[src/dsk_pkg.sv]
// ----------------------------------------------------------------------------
// DES key schedule package
// Permuted choice tables, the rotation schedule and shared types.
// ----------------------------------------------------------------------------
package dsk_pkg;

  localparam int KEY_W    = 64;
  localparam int HALF_W   = 28;
  localparam int CD_W     = 56;
  localparam int SUBKEY_W = 48;
  localparam int ROUND_W  = 4;
  localparam int OUT_TDATA_W = 56;

  localparam logic [ROUND_W-1:0] LAST_ROUND = 4'd15;

  // Bit r is set where round r rotates by two places instead of one.
  localparam logic [15:0] ROT_TWO = 16'b0111_1110_1111_1100;

  localparam logic [6:0] PC1_TABLE [CD_W] = '{
    7'd57, 7'd49, 7'd41, 7'd33, 7'd25, 7'd17, 7'd9,
    7'd1,  7'd58, 7'd50, 7'd42, 7'd34, 7'd26, 7'd18,
    7'd10, 7'd2,  7'd59, 7'd51, 7'd43, 7'd35, 7'd27,
    7'd19, 7'd11, 7'd3,  7'd60, 7'd52, 7'd44, 7'd36,
    7'd63, 7'd55, 7'd47, 7'd39, 7'd31, 7'd23, 7'd15,
    7'd7,  7'd62, 7'd54, 7'd46, 7'd38, 7'd30, 7'd22,
    7'd14, 7'd6,  7'd61, 7'd53, 7'd45, 7'd37, 7'd29,
    7'd21, 7'd13, 7'd5,  7'd28, 7'd20, 7'd12, 7'd4
  };

  localparam logic [5:0] PC2_TABLE [SUBKEY_W] = '{
    6'd14, 6'd17, 6'd11, 6'd24, 6'd1,  6'd5,
    6'd3,  6'd28, 6'd15, 6'd6,  6'd21, 6'd10,
    6'd23, 6'd19, 6'd12, 6'd4,  6'd26, 6'd8,
    6'd16, 6'd7,  6'd27, 6'd20, 6'd13, 6'd2,
    6'd41, 6'd52, 6'd31, 6'd37, 6'd47, 6'd55,
    6'd30, 6'd40, 6'd51, 6'd45, 6'd33, 6'd48,
    6'd44, 6'd49, 6'd39, 6'd56, 6'd34, 6'd53,
    6'd46, 6'd42, 6'd50, 6'd36, 6'd29, 6'd32
  };

  typedef struct packed {
    logic                valid;
    logic [CD_W-1:0]     cd;
    logic [ROUND_W-1:0]  round;
    logic                last;
  } dsk_issue_t;

  function automatic logic [CD_W-1:0] pc1(input logic [KEY_W-1:0] key);
    logic [CD_W-1:0] r;
    r = '0;
    for (int i = 0; i < CD_W; i++) begin
      r[CD_W-1-i] = key[6'(KEY_W - int'(PC1_TABLE[i]))];
    end
    return r;
  endfunction

  function automatic logic [SUBKEY_W-1:0] pc2(input logic [CD_W-1:0] cd);
    logic [SUBKEY_W-1:0] r;
    r = '0;
    for (int i = 0; i < SUBKEY_W; i++) begin
      r[SUBKEY_W-1-i] = cd[6'(CD_W - int'(PC2_TABLE[i]))];
    end
    return r;
  endfunction

  function automatic logic [HALF_W-1:0] rotl_half(input logic [HALF_W-1:0] v,
                                                  input logic two);
    return two ? {v[HALF_W-3:0], v[HALF_W-1:HALF_W-2]}
               : {v[HALF_W-2:0], v[HALF_W-1]};
  endfunction

endpackage

[src/dsk_sched.sv]
// ----------------------------------------------------------------------------
// DES key schedule round sequencer
// Holds the C and D halves of one key and rotates them once per round.
// ----------------------------------------------------------------------------
module dsk_sched
  import dsk_pkg::*;
(
  input  logic             clk,
  input  logic             rst_n,
  input  logic             key_valid,
  output logic             key_ready,
  input  logic [KEY_W-1:0] key,
  input  logic             issue_ready,
  output dsk_issue_t       issue
);

  logic               busy_r, busy_nxt;
  logic [ROUND_W-1:0] round_r, round_nxt;
  logic [HALF_W-1:0]  c_r, c_nxt, d_r, d_nxt;
  logic [HALF_W-1:0]  c_rot, d_rot;
  logic [CD_W-1:0]    key_cd;
  logic               advance, take;

  assign c_rot   = rotl_half(c_r, ROT_TWO[round_r]);
  assign d_rot   = rotl_half(d_r, ROT_TWO[round_r]);
  assign advance = busy_r && issue_ready;
  assign key_ready = !busy_r || (advance && (round_r == LAST_ROUND));
  assign take    = key_valid && key_ready;
  assign key_cd  = pc1(key);

  assign issue.valid = busy_r;
  assign issue.cd    = {c_rot, d_rot};
  assign issue.round = round_r;
  assign issue.last  = (round_r == LAST_ROUND);

  always_comb begin
    busy_nxt  = busy_r;
    round_nxt = round_r;
    c_nxt     = c_r;
    d_nxt     = d_r;
    if (advance) begin
      c_nxt     = c_rot;
      d_nxt     = d_rot;
      round_nxt = round_r + 4'd1;
      if (round_r == LAST_ROUND) begin
        busy_nxt = 1'b0;
      end
    end
    if (take) begin
      busy_nxt  = 1'b1;
      round_nxt = '0;
      c_nxt     = key_cd[CD_W-1:HALF_W];
      d_nxt     = key_cd[HALF_W-1:0];
    end
  end

  always_ff @(posedge clk) begin
    if (!rst_n) begin
      busy_r  <= 1'b0;
      round_r <= '0;
    end else begin
      busy_r  <= busy_nxt;
      round_r <= round_nxt;
    end
  end

  always_ff @(posedge clk) begin
    c_r <= c_nxt;
    d_r <= d_nxt;
  end

endmodule

[src/des_subkey_generator.sv]
// ----------------------------------------------------------------------------
// DES subkey generator
// Turns each 64-bit DES key into its sixteen 48-bit round subkeys.
// ----------------------------------------------------------------------------
// Channel   Ports                        Contents
// in        in_tvalid/tready/tdata       one key per transaction
// out       out_tvalid/tready/tdata/tlast one subkey per transaction, tlast on round 16
//
// Each key yields sixteen subkeys, one per round, from the single round
// rotator. The next key is taken in the cycle the sixteenth subkey is issued,
// so keys follow without gaps. Subkeys appear in the cycle after issue, through
// the output register. Reset clears the sequencer and the output valid flag.
// A stalled output holds the rotator and the output register.
// ----------------------------------------------------------------------------
module des_subkey_generator
  import dsk_pkg::*;
(
  input  logic                   clk,
  input  logic                   rst_n,
  input  logic                   in_tvalid,
  output logic                   in_tready,
  input  logic [KEY_W-1:0]       in_tdata,    // [63:0] key
  output logic                   out_tvalid,
  input  logic                   out_tready,
  output logic [OUT_TDATA_W-1:0] out_tdata,   // [47:0] subkey, [51:48] round, rest zero
  output logic                   out_tlast
);

  dsk_issue_t              issue;
  logic                    issue_ready;
  logic                    out_valid_r, out_valid_nxt;
  logic [SUBKEY_W-1:0]     subkey_r;
  logic [ROUND_W-1:0]      round_r;
  logic                    last_r;

  dsk_sched u_sched (
    .clk         (clk),
    .rst_n       (rst_n),
    .key_valid   (in_tvalid),
    .key_ready   (in_tready),
    .key         (in_tdata),
    .issue_ready (issue_ready),
    .issue       (issue)
  );

  assign issue_ready = !out_valid_r || out_tready;

  always_comb begin
    out_valid_nxt = out_valid_r;
    if (issue_ready) begin
      out_valid_nxt = issue.valid;
    end
  end

  always_ff @(posedge clk) begin
    if (!rst_n) begin
      out_valid_r <= 1'b0;
    end else begin
      out_valid_r <= out_valid_nxt;
    end
  end

  always_ff @(posedge clk) begin
    if (issue_ready && issue.valid) begin
      subkey_r <= pc2(issue.cd);
      round_r  <= issue.round;
      last_r   <= issue.last;
    end
  end

  assign out_tvalid = out_valid_r;
  assign out_tdata  = {{(OUT_TDATA_W-SUBKEY_W-ROUND_W){1'b0}}, round_r, subkey_r};
  assign out_tlast  = last_r;

endmodule
[config.mk]
export PLATFORM = sky130hd
export DESIGN_NAME = des_subkey_generator
export DESIGN_NICKNAME = d
export VERILOG_FILES = /design/src/dsk_pkg.sv /design/src/dsk_sched.sv /design/src/des_subkey_generator.sv
export SDC_FILE = /design/constraint.sdc
export NUM_CORES = 1
export LEC_CHECK = 0
export ABC_AREA = 1
export BUFFER_PORTS_ARGS = -buffer_cell sky130_fd_sc_hd__buf_2
export CORE_MARGIN = 2
export CORE_UTILIZATION = 52
export DETAILED_ROUTE_END_ITERATION = 10
export HOLD_SLACK_MARGIN = 0.15
export PLACE_DENSITY_LB_ADDON = 0.25
export SLEW_MARGIN = 15
export SYNTH_ARGS = -nofsm -noshare
export SYNTH_HDL_FRONTEND = slang
export SYNTH_HIERARCHICAL = 1
export SYNTH_SLANG_ARGS = --single-unit
[constraint.sdc]
create_clock -name clk -period 7.75 [get_ports clk]
set_input_delay 1.55 -clock clk [delete_from_list [all_inputs] [get_ports clk]]
set_output_delay 1.55 -clock clk [all_outputs]
set_load 0.005 [all_outputs]
==> impl_metrics.py, run 1 <==
metrics = {
    "sta": {
        "rsz0062_at_grt": "no",
        "setup_viol": 0,
        "drv_slew": 0,
        "timing.final.crit_share_pct": 48.54,
        "finalHoldViolCount": 0,
        "setup_tns_ps": 0,
        "worstMarginPinSlew_ps": 1048,
        "period_needed_ps": 3762,
        "fmax_mhz": 265.8,
        "slew_headroom_pct": 29.95,
        "holdWs_ps": 523.0,
        "finClkSkew_ps": 10.34,
    },
    "grt": {
        "grt_max_degree": 107,
        "overflow": 0,
        "grt_pass1_wl_mm": 11.84,
        "grtUsageTotal_pct": 16.71,
        "grt_pass1_vias": 2736,
        "antenna_found_initial": 0,
    },
    "die": {
        "placementRows": 33,
        "die_y_um": 96.54,
        "core_area_sq_mm": 0.008258,
        "start_util_pct": 53.92,
        "die_w_um": 96.54,
        "ioPinCount": 127,
        "fp.dieArea_sq_mm": 0.009320,
    },
    "cts": {
        "cts_tree": "built",
        "clock_path_buffers": 2,
        "cts_sinks": 95,
        "cts-root-buf": "clkbuf_8",
        "ctsHoldBuffers": 0,
        "insertion_delay_ps": 360,
        "cts.clk_slew.worst_paths_ps": 100,
        "cts.repair.resized": 0,
        "postCtsSetupBuffers": 0,
        "h-tree-depth": 3,
        "numCtsBuffers": 9,
    },
    "setup_path": {
        "critical_path.top_delay_family": "simple AND/OR/NAND/NOR gates",
        "crit_path_max_fanout": 7,
        "critPathSlowestCell": "buf_2",
        "required_ps": 6200,
        "critPathLaunchType": "input pin",
        "critPathKind": "in2out",
        "cp.arrival_ps": 2210,
        "cp_num_buf_inv": 3,
        "slowest_delay_ps": 150,
        "crit_chain": "buf_2 > inv_2 > nand2_2 > nand4_1 > nand2_2 > buf_2",
        "cp-end-kind": "output pin",
    },
    "power": {
        "leakage_nw": 2.198,
        "p_per_area_mw_per_mm2": 223.8,
        "irDropWorstVdd_mv": 0.1173,
    },
    "synth": {
        "synthCells": 461,
        "yosysWarnings": 6,
        "syn_avg_cell_area_sq_um": 9.659,
        "synth_area_sq_mm": 0.004453,
    },
    "outcome": {
        "status": "finished clean",
    },
    "cells_and_area": {
        "drive_above_1_share_pct": 18.81,
        "final_cells": 626,
        "diodes": 0,
        "final_area_sq_mm": 0.004907,
        "nets": 585,
        "area_growth_pct": 10.20,
    },
    "placement": {
        "place_inst": 610,
        "gp_congestion": 0.8069,
        "hpwl_mm": 4.698,
        "portBuffers": 65,
        "place_area_sq_mm": 0.004720,
    },
    "drt": {
        "antenna_left": 0,
        "vias": 2993,
        "initialDrtViolationCount": 149,
        "route.detailed.drc": 0,
        "post_drt_via_cell_ratio": 4.781,
        "routed_wirelength_mm": 7.453,
        "first_pass_iters": 5,
        "routedWlPerCell_um": 11.91,
    },
    "worst_hold_path": {
        "hp-class": "reg2reg",
    },
    "job": {
        "max_cap_viol_count": 0,
    },
}
==> layout make-up <==
type	count	area, sq um
Inverter	61	229.0
Sequential cell	95	2784
Clock buffer	9	123.9
Fill cell	759	3351
Timing Repair Buffer	67	340.3
Clock inverter	7	63.81
Tap cell	105	131.4
Multi-Input combinational cell	282	1235
==> registers in the layout (all words and copies together), names as in the netlist, named ones only <==
| signal | count |
|---|---|
| u_sched/c_r | 28 |
| u_sched/d_r | 28 |
| subkey_r | 27 |
| round_r | 4 |
| u_sched/round_r | 4 |
| out_tlast | 1 |
| out_tvalid | 1 |
| u_sched/busy_r | 1 |
==> metal layers <==
metal  wire length (um)  up-vias  global-route usage [%]  part of all wire (%)
met5                  0        -                       0                     0
met4                 92        0                   7.042                   1.2
met3                447        7                   3.026                   6.0
met2               3459       92                   28.30                    46
met1               3454     1358                   21.18                    46
li1                   -     1536                       -                     -
==> placed cells by master, fill, tap and decap left out <==
cell type  instances
dfxtp_2            1
mux2_2             6
nand2_2            3
clkinv_4           2
a21oi_4            1
nor2_1            40
ha_1               1
clkbuf_8           9
edfxtp_1          88
dfxtp_1            6
o21bai_1           1
nand3_1            7
a21oi_2            1
a21oi_1           10
o21ai_4            1
inv_1             59
buf_2             65
o21ai_0           42
nand4_1            3
conb_1            25
inv_2              2
nand2_1          141
inv_8              1
buf_4              2
inv_6              4
==> power breakdown <==
part | total, mW | internal, mW | switching, mW | leakage (nW)
clock network | 0.313 | 0.125 | 0.188 | 0.0971
logic | 0.133 | 0.0471 | 0.0861 | 1.17
registers | 0.653 | 0.632 | 0.0205 | 0.932
total | 1.10 | 0.804 | 0.294 | 2.20
==> worst paths after layout <==
check	from	to	slack [ps]	cells past startpoint
hold reg to reg	u_sched/round_r[0]$_SDFFE_PP0P_	round_r[0]$_DFFE_PP_	520	0
setup reg to reg	u_sched/round_r[1]$_SDFFE_PP0P_	u_sched/d_r[24]$_DFFE_PP_	5180	7
setup / recovery	out_tready	in_tready	3990	6
hold / removal	u_sched/round_r[0]$_SDFFE_PP0P_	round_r[0]$_DFFE_PP_	520	0
==> through the flow <==
step                      utilization (%)  setup WS [ps]  power (mW)
after floorplan                         -           1670      0.7654
after global placement              57.15           4001      0.7928
after detailed placement            57.15           3968      0.7988
after CTS                           59.42           3988       1.110
after global routing                59.42           3930       1.157
final                               59.42           3988       1.098
Power figures use the tool's default switching activity.
==> run 2, diff against run 1 <==
- ABC_AREA: 1 -> 0
- clock period: 7.75 -> 3.8 ns (I/O delays scaled with it)
==> impl_metrics.py, run 2 <==
metrics = {
    "synth": {
        "ys_seq_area_share_pct": 63.29,
        "synthTopCellsByArea": "edfxtp_1 (60%), mux2_2 (19%), buf_4 (4.4%)",
        "ys_ff_latch": 95,
        "async_reset_ff_share_pct": 0,
        "yosysTopAreaCellShare_pct": 60.10,
        "yosysWarnings": 6,
        "yosys-top-cells-count": "edfxtp_1 (88), mux2_2 (74), and2_1 (28)",
        "synth.distinct_cells": 29,
        "synth_most_common_cell": "edfxtp_1",
        "ys.flop_type": "edfxtp_1",
        "synthCells": 275,
        "synth_area_leader_cell": "edfxtp_1",
        "synth_area_sq_mm": 0.004397,
        "synth_edf_count": 88,
        "syn_avg_cell_area_sq_um": 15.99,
    },
    "sta": {
        "period_needed_ps": 2233,
        "setup_tns_ps": 0,
        "rsz0062_at_grt": "no",
        "holdWs_ps": 521.0,
        "fin_ws_ps": 1567,
        "finalHoldViolCount": 0,
        "setup_viol": 0,
        "fmax_mhz": 447.9,
        "drv_slew": 0,
        "timing.final.crit_share_pct": 58.75,
        "finClkSkew_ps": 11.16,
        "slew_headroom_pct": 46.97,
        "worstMarginPinSlew_ps": 792.5,
    },
    "cells_and_area": {
        "nets": 409,
        "diodes": 0,
        "area_growth_pct": 12.04,
        "drive_above_1_share_pct": 49.86,
        "regArea_sq_mm": 0.002784,
        "reg_top3": "u_sched/c_r: 28 flops, u_sched/d_r: 28 flops, subkey_r: 27 flops",
        "fill_cells": 664,
        "final_cells": 450,
        "fin_util_pct": 59.95,
        "multiInputGateArea_sq_mm": 0.001441,
        "final_area_sq_mm": 0.004926,
        "final_common_cell": "edfxtp_1",
        "final_cell_mix": "edfxtp_1 (88), mux2_2 (74), buf_2 (65)",
    },
    "drt": {
        "top_layer_used": "met4",
        "first_pass_iters": 4,
        "met1Wirelength_mm": 2.998,
        "wl_met3_um": 360,
        "routed_wirelength_mm": 6.536,
        "post_drt_via_cell_ratio": 4.931,
        "antenna_left": 0,
        "vias": 2219,
        "route.detailed.drc": 0,
        "routedWlPerCell_um": 14.52,
        "met2_length_mm": 3.112,
        "initialDrtViolationCount": 107,
    },
    "placement": {
        "place_inst": 434,
        "place_area_sq_mm": 0.004728,
        "hpwl_mm": 4.341,
        "gp_congestion": 0.7291,
        "place_ws_ps": 1174,
        "portBuffers": 65,
    },
    "grt": {
        "grt_pass1_vias": 2124,
        "overflow": 0,
        "grtUsageTotal_pct": 14.70,
        "antenna_found_initial": 0,
        "grt_pass1_wl_mm": 10.11,
        "grt_max_degree": 34,
    },
    "setup_path": {
        "critical_path.top_delay_family": "compound AO/OA/AOI/OAI gates",
        "critPathLaunchType": "input pin",
        "crit_chain": "buf_2 > nand2b_4 > nand4_1 > a21o_2 > buf_12 > mux2_2",
        "required_ps": 3900,
        "r2r_cells": 5,
        "crit_cells": 6,
        "slowest_delay_ps": 570,
        "critPathKind": "in2reg",
        "cp.arrival_ps": 2330,
        "crit_path_max_fanout": 30,
        "cp_num_buf_inv": 2,
        "cp-end-kind": "flip-flop",
        "critPathSlowestCell": "a21o_2",
    },
    "die": {
        "core_area_sq_mm": 0.008217,
        "fp.dieArea_sq_mm": 0.009206,
        "die_w_um": 95.95,
        "ioPinCount": 127,
        "die_y_um": 95.95,
        "start_util_pct": 53.51,
        "placementRows": 33,
    },
    "cts": {
        "cts_sinks": 95,
        "cts.clk_slew.worst_paths_ps": 90,
        "cts_tree": "built",
        "clock_path_buffers": 2,
        "cts.repair.resized": 0,
        "h-tree-depth": 3,
        "ctsHoldBuffers": 0,
        "insertion_delay_ps": 350,
        "cts-root-buf": "clkbuf_8",
        "postCtsSetupBuffers": 0,
        "numCtsBuffers": 9,
    },
    "outcome": {
        "status": "finished clean",
    },
    "power": {
        "p_per_area_mw_per_mm2": 463.8,
        "power_mw": 2.285,
        "irDropWorstVdd_mv": 0.2195,
        "leakage_nw": 1.920,
    },
    "worst_hold_path": {
        "hp-class": "reg2reg",
        "hold_path_depth": 0,
    },
    "job": {
        "max_cap_viol_count": 0,
    },
}
==> run 2: final cells by class <==
class	instances	share of cell area (%)
inverters	3	0.2286
repair buffers	68	7.315
flip-flops and latches	95	56.52
clock inverters	5	1.143
well taps	105	2.667
clock buffers	11	2.870
multi-input cells	163	29.26
==> run 2: cells by family after synthesis <==
| kind of cell | count (synthesis) | share of synthesized area [%] |
|---|---|---|
| AND/OR/NAND/NOR | 44 | 6.005 |
| other | 1 | 0.08529 |
| flip-flops | 95 | 63.29 |
| multiplexers | 85 | 22.60 |
| AO/OA/AOI/OAI | 5 | 0.8822 |
| XOR/XNOR | 3 | 0.5977 |
| buffers and inverters | 41 | 6.261 |
| adder cells (fa/ha/maj) | 1 | 0.2845 |
==> run 2: path summary, 6_finish.rpt <==
check | start | end | slack, ps
max reg2reg | u_sched/round_r[0]$_SDFFE_PP0P_ | u_sched/d_r[25]$_DFFE_PP_ | 1630
min reg2reg | u_sched/round_r[1]$_SDFFE_PP0P_ | round_r[1]$_DFFE_PP_ | 520
max | out_tready | u_sched/d_r[25]$_DFFE_PP_ | 1570
min | u_sched/round_r[1]$_SDFFE_PP0P_ | round_r[1]$_DFFE_PP_ | 520
==> run 2: power by group <==
part / switching [mW] / leakage, nW / internal (mW) / total, mW
Clock: 0.341 / 0.102 / 0.325 / 0.666
Sequential: 0.0469 / 0.927 / 1.29 / 1.33
Combinational: 0.125 / 0.891 / 0.160 / 0.285
==> run 2: worst register-to-register path, cell delays in order, from the launching register on <==
cell and delay (ps):
dfxtp_1 350, ha_1 240, nand4_1 120, a21o_2 570, buf_12 280, mux2_2 360
==> run 2: per-layer routing <==
layer  track usage [%]  up-vias
met5                 0        -
li1                  -     1085
met4             4.286        0
met2             22.67       57
met1             20.17     1071
met3             4.620        6
==> run 3, diff against run 2 <==
- ABC_AREA: 0 -> 1
- CORE_UTILIZATION: 52 -> 47
- clock period: 3.8 -> 2.05 ns (I/O delays scaled with it)
==> impl_metrics.py, run 3 (same netlist as run 1, synthesis figures left out) <==
metrics = {
    "outcome": {
        "status": "finished clean",
    },
    "placement": {
        "hpwl_mm": 5.010,
        "portBuffers": 65,
        "gp_congestion": 0.7504,
        "place_area_sq_mm": 0.004822,
    },
    "power": {
        "p_per_area_mw_per_mm2": 856.5,
        "irDropWorstVdd_mv": 0.3902,
        "leakage_nw": 2.252,
    },
    "cts": {
        "h-tree-depth": 3,
        "cts.repair.resized": 0,
        "postCtsSetupBuffers": 0,
        "clock_path_buffers": 2,
        "cts_tree": "built",
        "insertion_delay_ps": 350,
        "cts-root-buf": "clkbuf_8",
        "numCtsBuffers": 9,
        "cts.clk_slew.worst_paths_ps": 90,
        "ctsHoldBuffers": 0,
        "cts_sinks": 95,
    },
    "cells_and_area": {
        "final_common_cell": "nand2_1",
        "nets": 591,
        "area_growth_pct": 13.26,
        "final_cell_mix": "nand2_1 (141), edfxtp_1 (88), buf_2 (65)",
        "diodes": 0,
        "reg_top3": "u_sched/c_r: 28 flops, u_sched/d_r: 28 flops, subkey_r: 27 flops",
        "fill_cells": 861,
        "fin_util_pct": 54.84,
        "drive_above_1_share_pct": 19.54,
        "final_area_sq_mm": 0.005044,
    },
    "grt": {
        "grtUsageTotal_pct": 15.34,
        "antenna_found_initial": 0,
        "grt_pass1_wl_mm": 12.38,
        "grt_max_degree": 68,
        "overflow": 0,
        "grt_pass1_vias": 2829,
    },
    "die": {
        "start_util_pct": 48.42,
        "ioPinCount": 127,
        "placementRows": 35,
        "core_area_sq_mm": 0.009196,
        "die_w_um": 101.3,
        "fp.dieArea_sq_mm": 0.01027,
        "die_y_um": 101.3,
    },
    "drt": {
        "vias": 3047,
        "antenna_left": 0,
        "route.detailed.drc": 0,
        "routed_wirelength_mm": 7.590,
        "first_pass_iters": 5,
        "post_drt_via_cell_ratio": 4.776,
        "initialDrtViolationCount": 141,
        "routedWlPerCell_um": 11.90,
    },
    "sta": {
        "finalHoldViolCount": 0,
        "setup_viol": 0,
        "holdWs_ps": 323.5,
        "fmax_mhz": 571.0,
        "finClkSkew_ps": 12.76,
        "timing.final.crit_share_pct": 85.43,
        "setup_tns_ps": 0,
        "drv_slew": 0,
        "rsz0062_at_grt": "no",
        "period_needed_ps": 1751,
    },
    "setup_path": {
        "crit_path_max_fanout": 4,
        "critPathKind": "reg2out",
        "required_ps": 1640,
        "slowest_delay_ps": 390,
        "critPathSlowestCell": "dfxtp_1",
        "critPathLaunchType": "flip-flop",
        "crit_chain": "ha_1 > nand4_1 > nand2_2 > buf_2",
        "cp-end-kind": "output pin",
        "cp.arrival_ps": 1340,
    },
    "job": {
        "max_cap_viol_count": 0,
    },
    "worst_hold_path": {
        "hp-class": "in2reg",
    },
}
-- run 3: changes by cell type in the layout (fill, tap and decap cells not counted), sizes merged, moves of 5 or more --
cell,delta
buf,+5
mux2,-78
a21oi,+12
nand3,+5
nand2,+141
nor2,+35
o21ai,+42
inv,+56
and2,-29
-- run 3: final cells by class --
type	count	area (sq um)	share of cell area, %
clock buffer	9	123.9	2.456
clock inverter	7	97.59	1.935
inverter	61	229.0	4.540
multi-input combinational	282	1235	24.49
sequential	95	2784	55.20
tap	111	138.9	2.754
timing repair buffer	73	435.4	8.633
-- run 3: path summary, 6_finish.rpt --
check | from | endpoint | slack [ps] | depth (start not counted)
setup / recovery | u_sched/round_r[0]$_SDFFE_PP0P_ | in_tready | 300 | 4
hold / removal | in_tdata[15] | u_sched/c_r[26]$_DFFE_PP_ | 320 | 3
setup reg to reg | u_sched/round_r[0]$_SDFFE_PP0P_ | u_sched/d_r[7]$_DFFE_PP_ | 410 | 7
hold reg to reg | u_sched/round_r[1]$_SDFFE_PP0P_ | round_r[1]$_DFFE_PP_ | 510 | 0
-- run 3: worst max-delay path, delay by kind of cell, from the launching register on --
kind | cells | cell delay [ps]
DFF | 1 | 390
and+or+nand+nor | 2 | 250
adders and majority gates | 1 | 230
buffers and inverters | 1 | 130
-- run 3: per-layer routing --
metal / up-vias / wire length [um] / track usage (%)
met3: 4 / 381 / 2.277
met1: 1399 / 3499 / 19.76
li1: 1551 / - / -
met4: 0 / 71 / 6.549
met2: 93 / 3638 / 25.93
met5: - / 0 / 0
-- run 3: stage by stage --
| stage | power (mW) | instances | setup slack (ps) |
|---|---|---|---|
| floorplan | 2.884 | 485 | 83.40 |
| global placement | 3.026 | 622 | 361.7 |
| detailed placement | 3.045 | 622 | 332.0 |
| CTS | 4.364 | 638 | 270.6 |
| global route | 4.532 | 638 | 188.4 |
| finish | 4.320 | 638 | 298.8 |
-- run 3: report_power, final --
part,internal (mW),total (mW),switching (mW)
registers,2.39,2.46,0.0760
clock network,0.689,1.32,0.635
logic,0.200,0.532,0.333
total,3.28,4.32,1.04
